File: config.mk
export PLATFORM = sky130hd
export DESIGN_NAME = polygon_centroid_area
export DESIGN_NICKNAME = d
export VERILOG_FILES = /design/src/pca_pkg.sv /design/src/polygon_centroid_area.sv
export SDC_FILE = /design/constraint.sdc
export NUM_CORES = 2
export LEC_CHECK = 0
export BUFFER_PORTS_ARGS = -buffer_cell sky130_fd_sc_hd__buf_2
export CAP_MARGIN = 20
export CORE_AREA = 3 3 300 331
export DETAILED_ROUTE_END_ITERATION = 10
export DIE_AREA = 0 0 303 334
export PLACE_DENSITY = 0.72
export SETUP_SLACK_MARGIN = 0.4
export SYNTH_ARGS = -nofsm -noshare
export SYNTH_HDL_FRONTEND = slang
export SYNTH_SLANG_ARGS = --single-unit
File: constraint.sdc
create_clock -name aclk -period 11.9 [get_ports aclk]
set_input_delay 0.595 -clock aclk [delete_from_list [all_inputs] [get_ports aclk]]
set_output_delay 0.595 -clock aclk [all_outputs]
set_load 0.03 [all_outputs]
File: src/pca_pkg.sv
// Package with the shared types and constants of the polygon centroid and area block.
package pca_pkg;

    localparam int DEF_MAX_VERTICES = 64;
    localparam int DEF_COORD_BITS   = 24;

    localparam int COORD_IN_W  = 24;
    localparam int CENT_W      = 24;
    localparam int AREA_W      = 41;
    localparam int AREA_SHIFT  = 13;
    localparam int MIN_VERTS   = 3;
    localparam int IN_TDATA_W  = 48;
    localparam int OUT_TDATA_W = 96;

    localparam logic [AREA_W-1:0] MIN_AREA_RESET = AREA_W'(1);

    typedef enum logic [1:0] {
        STATUS_OK    = 2'd0,
        STATUS_FEW   = 2'd1,
        STATUS_SMALL = 2'd2,
        STATUS_MANY  = 2'd3
    } status_t;

    typedef enum logic [3:0] {
        ST_IDLE,
        ST_EVAL,
        ST_MUL_A,
        ST_MUL_B,
        ST_SUB,
        ST_CLOSE,
        ST_DIV_LD,
        ST_DIV,
        ST_AREA,
        ST_DONE
    } state_t;

endpackage

File: src/polygon_centroid_area.sv
// Streaming shoelace area and vertex-average centroid of one polygon, on a shared multiplier.
//
//  Channel  | Ports                     | Carries
//  ---------+---------------------------+------------------------------------------------
//  input    | s_tvalid s_tready s_tdata | one vertex request (x, y), s_tlast on the last
//  result   | m_tvalid m_tready m_tdata | centroid_x, centroid_y, area, status
//  config   | cfg_we cfg_wdata          | min_area register
//
// For each vertex, the shared multiplier forms both edge products in turn.
// The first vertex of a polygon and a vertex past MAX_VERTICES skip the multiplier.
// The closing vertex adds the closing edge and two restoring divisions of the coordinate
// sums by the count, one quotient bit per cycle, unless the count is out of range.
// aresetn is synchronous, active low; it clears the sequencer and count, sets min_area to 1.
// A finished result waits in the output register while new vertices are taken; the block
// stalls only when a second result is ready before the first has been taken.
module polygon_centroid_area #(
    parameter int MAX_VERTICES = pca_pkg::DEF_MAX_VERTICES,
    parameter int COORD_BITS   = pca_pkg::DEF_COORD_BITS
) (
    input  logic                             aclk,
    input  logic                             aresetn,
    input  logic                             s_tvalid,
    output logic                             s_tready,
    // x [23:0], y [47:24]
    input  logic [pca_pkg::IN_TDATA_W-1:0]   s_tdata,
    input  logic                             s_tlast,
    output logic                             m_tvalid,
    input  logic                             m_tready,
    // centroid_x [23:0], centroid_y [47:24], area [88:48], status [90:89], zeros above
    output logic [pca_pkg::OUT_TDATA_W-1:0]  m_tdata,
    input  logic                             cfg_we,
    input  logic [pca_pkg::AREA_W-1:0]       cfg_wdata
);

    localparam int CNT_W   = $clog2(MAX_VERTICES + 2);
    localparam int SUM_W   = COORD_BITS + $clog2(MAX_VERTICES) + 1;
    localparam int PROD_W  = 2 * COORD_BITS;
    localparam int CROSS_W = PROD_W + $clog2(MAX_VERTICES + 1) + 1;
    localparam int EXT_W   = (CROSS_W > pca_pkg::AREA_W + pca_pkg::AREA_SHIFT) ?
                             CROSS_W : pca_pkg::AREA_W + pca_pkg::AREA_SHIFT;
    localparam int BIT_W   = (SUM_W > 1) ? $clog2(SUM_W) : 1;
    localparam int OUT_PAD = pca_pkg::OUT_TDATA_W - 2 * pca_pkg::CENT_W - pca_pkg::AREA_W - 2;

    pca_pkg::state_t state_reg, state_next;

    logic signed [COORD_BITS-1:0] x_in, y_in;
    logic signed [COORD_BITS-1:0] cur_x_reg, cur_y_reg;
    logic signed [COORD_BITS-1:0] first_x_reg, first_y_reg, prev_x_reg, prev_y_reg;
    logic                         last_reg;
    logic                         closing_reg;
    logic signed [SUM_W-1:0]      sum_x_reg, sum_y_reg;
    logic signed [CROSS_W-1:0]    cross_reg;
    logic [CNT_W-1:0]             count_reg;
    logic [pca_pkg::AREA_W-1:0]   min_area_reg;

    logic signed [COORD_BITS-1:0] op_a, op_b;
    logic signed [PROD_W-1:0]     prod_c, prod_reg;

    logic                         div_y_reg;
    logic                         neg_reg;
    logic [SUM_W-1:0]             quo_reg;
    logic [CNT_W-1:0]             rem_reg;
    logic [BIT_W-1:0]             bit_reg;
    logic [CNT_W:0]               rem_sh;
    logic [CNT_W+1:0]             rem_diff;
    logic                         div_fit;
    logic [SUM_W-1:0]             div_src;
    logic [SUM_W-1:0]             quo_last;
    logic signed [SUM_W-1:0]      quo_signed;
    logic [pca_pkg::CENT_W-1:0]   quo_out;

    logic [CROSS_W-1:0]           cross_mag;
    logic [EXT_W-1:0]             area_ext;
    logic [pca_pkg::AREA_W-1:0]   area_c;

    logic [pca_pkg::CENT_W-1:0]   cx_reg, cy_reg;
    logic [pca_pkg::AREA_W-1:0]   area_reg;
    pca_pkg::status_t             status_reg;

    logic                         m_tvalid_reg;
    logic [pca_pkg::OUT_TDATA_W-1:0] m_tdata_reg;
    logic                         out_free;
    logic                         few_verts, many_verts;

    generate
        if (COORD_BITS <= pca_pkg::COORD_IN_W) begin : g_coord_narrow
            assign x_in = s_tdata[COORD_BITS-1:0];
            assign y_in = s_tdata[pca_pkg::COORD_IN_W +: COORD_BITS];
        end else begin : g_coord_wide
            assign x_in = COORD_BITS'(s_tdata[pca_pkg::COORD_IN_W-1:0]);
            assign y_in = COORD_BITS'(s_tdata[2*pca_pkg::COORD_IN_W-1:pca_pkg::COORD_IN_W]);
        end
    endgenerate

    assign out_free   = !m_tvalid_reg || m_tready;
    assign few_verts  = count_reg < CNT_W'(pca_pkg::MIN_VERTS);
    assign many_verts = count_reg > CNT_W'(MAX_VERTICES);

    always_comb begin
        if (state_reg == pca_pkg::ST_MUL_A) begin
            op_a = prev_x_reg;
            op_b = closing_reg ? first_y_reg : cur_y_reg;
        end else begin
            op_a = closing_reg ? first_x_reg : cur_x_reg;
            op_b = prev_y_reg;
        end
        prod_c = PROD_W'(op_a) * PROD_W'(op_b);
    end

    always_comb begin
        rem_sh   = {rem_reg, quo_reg[SUM_W-1]};
        rem_diff = {1'b0, rem_sh} - {2'b00, count_reg};
        div_fit  = !rem_diff[CNT_W+1];
        div_src  = div_y_reg ? SUM_W'(sum_y_reg) : SUM_W'(sum_x_reg);
        quo_last = {quo_reg[SUM_W-2:0], div_fit};
        quo_signed = neg_reg ? -$signed(quo_last) : $signed(quo_last);
        quo_out  = pca_pkg::CENT_W'(quo_signed);
    end

    always_comb begin
        cross_mag = cross_reg[CROSS_W-1] ? CROSS_W'(-cross_reg) : CROSS_W'(cross_reg);
        area_ext  = EXT_W'(cross_mag) >> pca_pkg::AREA_SHIFT;
        if (|area_ext[EXT_W-1:pca_pkg::AREA_W]) begin
            area_c = '1;
        end else begin
            area_c = area_ext[pca_pkg::AREA_W-1:0];
        end
    end

    always_comb begin
        state_next = state_reg;
        unique case (state_reg)
            pca_pkg::ST_IDLE: begin
                if (s_tvalid) state_next = pca_pkg::ST_EVAL;
            end
            pca_pkg::ST_EVAL: begin
                if (count_reg != '0 && count_reg < CNT_W'(MAX_VERTICES)) begin
                    state_next = pca_pkg::ST_MUL_A;
                end else begin
                    state_next = last_reg ? pca_pkg::ST_CLOSE : pca_pkg::ST_IDLE;
                end
            end
            pca_pkg::ST_MUL_A: state_next = pca_pkg::ST_MUL_B;
            pca_pkg::ST_MUL_B: state_next = pca_pkg::ST_SUB;
            pca_pkg::ST_SUB: begin
                priority if (closing_reg) begin
                    state_next = pca_pkg::ST_DIV_LD;
                end else if (last_reg) begin
                    state_next = pca_pkg::ST_CLOSE;
                end else begin
                    state_next = pca_pkg::ST_IDLE;
                end
            end
            pca_pkg::ST_CLOSE: begin
                if (few_verts || many_verts) begin
                    state_next = pca_pkg::ST_DONE;
                end else begin
                    state_next = pca_pkg::ST_MUL_A;
                end
            end
            pca_pkg::ST_DIV_LD: state_next = pca_pkg::ST_DIV;
            pca_pkg::ST_DIV: begin
                if (bit_reg == '0) begin
                    state_next = div_y_reg ? pca_pkg::ST_AREA : pca_pkg::ST_DIV_LD;
                end
            end
            pca_pkg::ST_AREA: state_next = pca_pkg::ST_DONE;
            pca_pkg::ST_DONE: begin
                if (out_free) state_next = pca_pkg::ST_IDLE;
            end
            default: state_next = pca_pkg::ST_IDLE;
        endcase
    end

    always_comb begin
        s_tready = (state_reg == pca_pkg::ST_IDLE);
        m_tvalid = m_tvalid_reg;
        m_tdata  = m_tdata_reg;
    end

    always_ff @(posedge aclk) begin
        if (!aresetn) begin
            state_reg    <= pca_pkg::ST_IDLE;
            count_reg    <= '0;
            m_tvalid_reg <= 1'b0;
            min_area_reg <= pca_pkg::MIN_AREA_RESET;
        end else begin
            state_reg <= state_next;
            if (cfg_we) min_area_reg <= cfg_wdata;
            if (state_reg == pca_pkg::ST_DONE && out_free) begin
                m_tvalid_reg <= 1'b1;
            end else if (m_tready) begin
                m_tvalid_reg <= 1'b0;
            end

            unique case (state_reg)
                pca_pkg::ST_IDLE: begin
                    if (s_tvalid) begin
                        cur_x_reg   <= x_in;
                        cur_y_reg   <= y_in;
                        last_reg    <= s_tlast;
                        closing_reg <= 1'b0;
                    end
                end
                pca_pkg::ST_EVAL: begin
                    if (count_reg == '0) begin
                        first_x_reg <= cur_x_reg;
                        first_y_reg <= cur_y_reg;
                        prev_x_reg  <= cur_x_reg;
                        prev_y_reg  <= cur_y_reg;
                        sum_x_reg   <= SUM_W'(cur_x_reg);
                        sum_y_reg   <= SUM_W'(cur_y_reg);
                        cross_reg   <= '0;
                        count_reg   <= CNT_W'(1);
                    end else if (count_reg >= CNT_W'(MAX_VERTICES)) begin
                        count_reg <= CNT_W'(MAX_VERTICES + 1);
                    end
                end
                pca_pkg::ST_MUL_A: begin
                    prod_reg <= prod_c;
                end
                pca_pkg::ST_MUL_B: begin
                    cross_reg <= cross_reg + CROSS_W'(prod_reg);
                    prod_reg  <= prod_c;
                end
                pca_pkg::ST_SUB: begin
                    cross_reg <= cross_reg - CROSS_W'(prod_reg);
                    if (!closing_reg) begin
                        prev_x_reg <= cur_x_reg;
                        prev_y_reg <= cur_y_reg;
                        sum_x_reg  <= sum_x_reg + SUM_W'(cur_x_reg);
                        sum_y_reg  <= sum_y_reg + SUM_W'(cur_y_reg);
                        count_reg  <= count_reg + CNT_W'(1);
                    end
                    div_y_reg <= 1'b0;
                end
                pca_pkg::ST_CLOSE: begin
                    closing_reg <= 1'b1;
                    cx_reg      <= '0;
                    cy_reg      <= '0;
                    area_reg    <= '0;
                    if (few_verts) begin
                        status_reg <= pca_pkg::STATUS_FEW;
                    end else begin
                        status_reg <= pca_pkg::STATUS_MANY;
                    end
                end
                pca_pkg::ST_DIV_LD: begin
                    neg_reg <= div_src[SUM_W-1];
                    quo_reg <= div_src[SUM_W-1] ? -div_src : div_src;
                    rem_reg <= '0;
                    bit_reg <= BIT_W'(SUM_W - 1);
                end
                pca_pkg::ST_DIV: begin
                    quo_reg <= quo_last;
                    rem_reg <= div_fit ? rem_diff[CNT_W-1:0] : rem_sh[CNT_W-1:0];
                    bit_reg <= bit_reg - BIT_W'(1);
                    if (bit_reg == '0) begin
                        if (div_y_reg) begin
                            cy_reg <= quo_out;
                        end else begin
                            cx_reg <= quo_out;
                        end
                        div_y_reg <= 1'b1;
                    end
                end
                pca_pkg::ST_AREA: begin
                    area_reg   <= area_c;
                    status_reg <= (area_c < min_area_reg) ? pca_pkg::STATUS_SMALL :
                                                            pca_pkg::STATUS_OK;
                end
                pca_pkg::ST_DONE: begin
                    if (out_free) begin
                        m_tdata_reg  <= {OUT_PAD'(0), status_reg, area_reg, cy_reg, cx_reg};
                        count_reg    <= '0;
                        cross_reg    <= '0;
                    end
                end
                default: begin
                    count_reg <= '0;
                end
            endcase
        end
    end

endmodule
# --- Word-level counts from Yosys, hierarchy flattened ---
# Index checks and enable logic that the tools add are counted.
op_classes:
  n_mul: 1
  order_cmp: 5
  reduce_logical: 36
  n_addsub: 10
  mux: 58
  n_bitwise: 1
  eq_ne: 17
op_table:
  columns: ["operator", "count"]
  rows:
  - ["$mux W24", 13]
  - ["$pmux W56 S4", 1]
  - ["$pmux W24 S2", 4]
  - ["$mux W31", 6]
  - ["$pmux W31 S2", 3]
  - ["$mux W56", 3]
  - ["$pmux W41 S2", 1]
  - ["$add A31 B24 Y31", 2]
  - ["$add A56 B48 Y56", 1]
  - ["$neg A56 Y56", 1]
  - ["$sub A56 B48 Y56", 1]
  - ["$mul A24 B24 Y48", 1]
  - ["$lt A41 B41 Y1", 1]
  - ["$mux W41", 1]
  - ["$pmux W4 S10", 1]
  - ["$mux W7", 5]
  - ["$neg A31 Y31", 1]
  - ["$pmux W7 S4", 1]
  - ["$neg A24 Y24", 1]
  - ["$mux W4", 5]
  - ["$reduce_and A4 Y1", 5]
  - ["$reduce_and A3 Y1", 6]
  - ["$eq A4 B3 Y1 const B", 4]
  - ["$ne A2 B2 Y1 const B", 7]
  - ["31 further kinds", 53]
word_totals:
  in_bits: 95
  ff_bits: 592
  elab_cells: 154

# --- Logic depth before layout (Yosys ltp) ---
logic_depth:
  word_depth: 7
  ltp_mapped: 32
  mapped_depth_nobuf: 28

# --- Least setup slack after synthesis ---
# Ideal clock, no wire load.
synth_path:
  path_kind: "reg2reg"
  startpoint: "register state_reg[1]"
  endpoint: "register prod_reg[45] (data pin)"
  setup_time_ps: 269
  period_less_slack_ps: 8467
  n_path_buf: 4
  arrival_ps: 8198
  path_stages_with_launch: 31
  path_slack_ps: 3433
  path_cell_list: "dfxtp_1 > clkbuf_1 > nor4b_1 > clkbuf_1 > clkbuf_1 > o21a_1 > buf_1 > nor2_1 > fa_1 > inv_1 > fa_1 > inv_1 > fa_1 > inv_1 > fa_1 > inv_1 > fa_1 > fa_1 > inv_1 > fa_1 > inv_1 > ha_1 > a21oi_1 > nand2_1 > a221o_1 > a31o_2 > a32oi_1 > o211ai_1 > a211oi_1 > o31ai_1 > xor2_1"
synth_via:
  elab_chain_cells: 3
  word_cells_on_any_way: 4
  classes_between: "mul: 1; eq/ne: 1; mux: 2"
synth_lines:
  columns: ["element", "line_no", "text"]
  rows:
  - ["start: declaration", "polygon_centroid_area.sv:44", "pca_pkg::state_t state_reg, state_next;"]
  - ["start signal: assignment", "polygon_centroid_area.sv:183", "state_reg <= pca_pkg::ST_IDLE;"]
  - ["start signal: assignment", "polygon_centroid_area.sv:188", "state_reg <= state_next;"]
  - ["$eq A4 B2 Y1 (*)", "polygon_centroid_area.sv:100", "if (state_reg == pca_pkg::ST_MUL_A) begin"]
  - ["$mux W24", "polygon_centroid_area.sv:100", null]
  - ["$mul A24 B24 Y48 (*)", "polygon_centroid_area.sv:107", "prod_c = PROD_W'(op_a) * PROD_W'(op_b);"]
  - ["via prod_c[45]", "polygon_centroid_area.sv:57", "logic signed [PROD_W-1:0] prod_c, prod_reg;"]
  - ["end signal: assignment", "polygon_centroid_area.sv:220", "prod_reg <= prod_c;"]
  - ["end signal: assignment", "polygon_centroid_area.sv:224", "prod_reg <= prod_c;"]
  - ["end: declaration", "polygon_centroid_area.sv:57", null]
# Mark *: on every way through the listed nets, which the timed path passes. The rest lies on a longest branch.
# A chain may end at the register's enable or synchronous reset.

# --- Final worst setup path ---
# Ends and elaborated chain as after synthesis.

==> flow_summary.yaml <==
run_status:
  status: "complete, no violations"
sta:
  slew_violations: 0
  finalSetupViolations: 0
  worst_pin_slew_ps: 1150
  tns_ps: 0
  timing.fmax_mhz: 106
  skew_ps: 40.8
  slew_headroom_pct: 21.2
  post-route-min-period_ps: 9420
  finalHoldViolCount: 0
  rsz0062_at_grt: "no"
  fin_crit_sh_pct: 79.1
global_routing:
  grt-ovfl-total: 0
  grt.total_usage_pct: 26.7
  grt_max_degree: 132
  grt_pass1_vias: 38300
  grt_pass1_wl_um: 211000
  antenna_found_initial: 2
synthesis:
  synth_seq_cells: 592
  synth_edf_count: 539
  ys_types: 83
  post-synth-top-count-cell: "inv_1"
  async_flop_share_pct: 0
  synth.area.top_cells: "edfxtp_1, fa_1, ha_1"
  synth_area_leader_cell: "edfxtp_1"
  yosys-top-cells-count: "inv_1, fa_1, nand2_1, edfxtp_1, nor2_1"
  yosysSeqAreaShare_pct: 32.7
  syn_inst: 5221
  synthesis.area_mm2: 0.0528
  synth_flop_cell: "edfxtp_1"
  yosysWarningCount: 0
  synth_top_area_share_pct: 30.7
  avgSynthCellArea_um2: 10.1
place:
  hpwl_um: 106000
  port_buffers: 187
  place.gp.congestion: 0.948
clocking:
  clock_path_buffers: 3
  hold_buffers: 0
  htreeDepth: 3
  postCtsSetupRepairBufs: 0
  cts_tree: "done"
  clock-sinks: 592
  post_cts_resized: 0
  path_clk_slew_ps: 70
  clockRootBuffer: "clkbuf_16"
  cts_buffers: 66
  insertion_delay_ps: 640
worst_setup_path:
  worstReg2RegEnd: "prod_reg[45]$_DFFE_PP_"
  required_ps: 12270
  startpoint_type: "flip-flop"
  worstPathMaxFanout: 131
  reg2reg_depth: 27
  crit_type: "flip-flop to flip-flop"
  startpoint: "state_reg[1]$_SDFFE_PN0P_"
  r2r_start: "state_reg[1]$_SDFFE_PN0P_"
  critPathCaptureType: "flip-flop"
  r2r_setup_slack_ps: 2480
  arrival_ps: 9780
detailed_routing:
  ant_nets: 0
  viasPerCell: 5.77
  initialDrtViolationCount: 2965
  vias: 38400
  dr.pass1.iters: 6
  wl_um: 135000
  drc: 0
  wl_per_cell_um: 20.3
min_path:
  holdPathEnd: "cur_y_reg[22]$_DFFE_PP_"
  min_from: "s_tdata[46]"
  hold_path_depth: 1
  hp-class: "primary input to flip-flop"
layout:
  final_layout_size_suffix_gt1_share_pct: 7.91
  syn_to_final_growth_pct: 8.73
  nFillCells: 8060
  finalNetCount: 6341
  largest_reg_flops: 91
floorplanning:
  row_count: 119
  start_util_pct: 55.0
  die_x_um: 303
  boundaryPins: 193
  dieArea_mm2: 0.101
  fp.coreArea_mm2: 0.0960
  die_height_um: 334
run:
  max_cap_violations: 0
-- layout by cell type (no fill, tap or decap), types with 23 or more instances in the layout --
cell type | netlist | final
a211oi_1 | 29 | 29
a21o_1 | 111 | 111
a21oi_1 | 240 | 233
a31oi_1 | 25 | 25
and2_1 | 30 | 29
and3_1 | 28 | 26
buf_2 | 5 | 187
buf_4 | 5 | 64
clkbuf_16 | 0 | 67
dfxtp_1 | 53 | 53
edfxtp_1 | 539 | 539
fa_1 | 611 | 611
ha_1 | 302 | 302
inv_1 | 722 | 722
mux2i_1 | 121 | 120
nand2_1 | 562 | 562
nand2b_1 | 41 | 41
nand3_1 | 41 | 41
nand4_1 | 38 | 38
nor2_1 | 485 | 483
nor2b_1 | 60 | 60
nor3_1 | 68 | 67
o211ai_1 | 23 | 23
o21a_1 | 57 | 55
o21ai_0 | 213 | 211
o21bai_1 | 29 | 29
o31ai_1 | 35 | 35
or3_1 | 28 | 27
xnor2_1 | 134 | 134
xor2_1 | 149 | 149
-- per-layer routing --
metal	vias up	share of wire (%)	track usage (%)	routed length [um]
met3	306	7.1	4.13	9560
met4	0	4.3	10.8	5770
met1	19000	41	36.3	55400
met2	1447	48	42.9	64100
met5	-	0	0	0
li1	17600	-	-	-
-- critical path, cell delays in order (launching register included) --
cell and delay [ps]:
dfxtp_1 710, nor4b_2 420, buf_12 430, nor2_1 130
a21oi_2 860, nand2_1 180, fa_1 530, fa_1 510
fa_1 500, inv_1 50, fa_1 490, inv_1 50
fa_1 470, inv_1 60, fa_1 530, inv_1 50
fa_1 530, inv_1 40, ha_1 380, a21oi_1 140
o21ai_0 110, a221o_1 300, a31o_2 270, a32oi_1 370
o211ai_1 240, a211oi_1 410, o31ai_1 160, xor2_1 150
-- worst max path at each step --
stage	end	slack, ps
after floorplan	prod_reg[45]$_DFFE_PP_	3430
after global placement	prod_reg[45]$_DFFE_PP_	2560
after detailed placement	prod_reg[45]$_DFFE_PP_	2580
after CTS	prod_reg[45]$_DFFE_PP_	2550
after global routing	prod_reg[41]$_DFFE_PP_	2040
final	prod_reg[45]$_DFFE_PP_	2480
-- metrics by stage --
step           instance area [um^2]  setup WS (ps)  cells  utilization (%)  hold slack (ps)
2_1_floorplan                 52800           3430   5225                -              400
3_3_place_gp                  55100           2560   6531             57.4              401
3_5_place_dp                  55200           2580   6533             57.4              405
4_1_cts                       57400           2550   6652             59.7             87.9
5_1_grt                       57400           2040   6655             59.8              107
6_report                      57400           2480   6655             59.8              131
-- kinds of logic (layout without fill, tap and decap cells) --
| logic type | count (synthesis) | after routing | share of synthesized area, % |
|---|---|---|---|
| AO/OA/AOI/OAI | 891 | 891 | 10.7 |
| flip-flops | 592 | 592 | 32.7 |
| buffers and inverters | 942 | 1101 | 6.78 |
| AND/OR/NAND/NOR | 1473 | 1473 | 12.5 |
| XOR/XNOR | 283 | 283 | 4.70 |
| other | 1 | 6 | 0.00710 |
| multiplexers | 126 | 126 | 2.40 |
| adder cells (fa/ha/maj) | 913 | 913 | 30.3 |
-- area by class of cell --
type                    count  area [um^2]  share of cell area (%)
multi-input cells        3691        32100                    55.9
flip-flops and latches    592        17200                    30.0
inverters                 725         2720                    4.74
clock buffers              84         1780                    3.10
well taps                1270         1590                    2.77
repair buffers            257         1530                    2.67
clock inverters            35          419                   0.730
diodes                      1         2.50                 0.00436
Power is left out: the tool's default activity adds up to more than one toggle a clock period on the data nets, which glitch-free logic cannot reach.
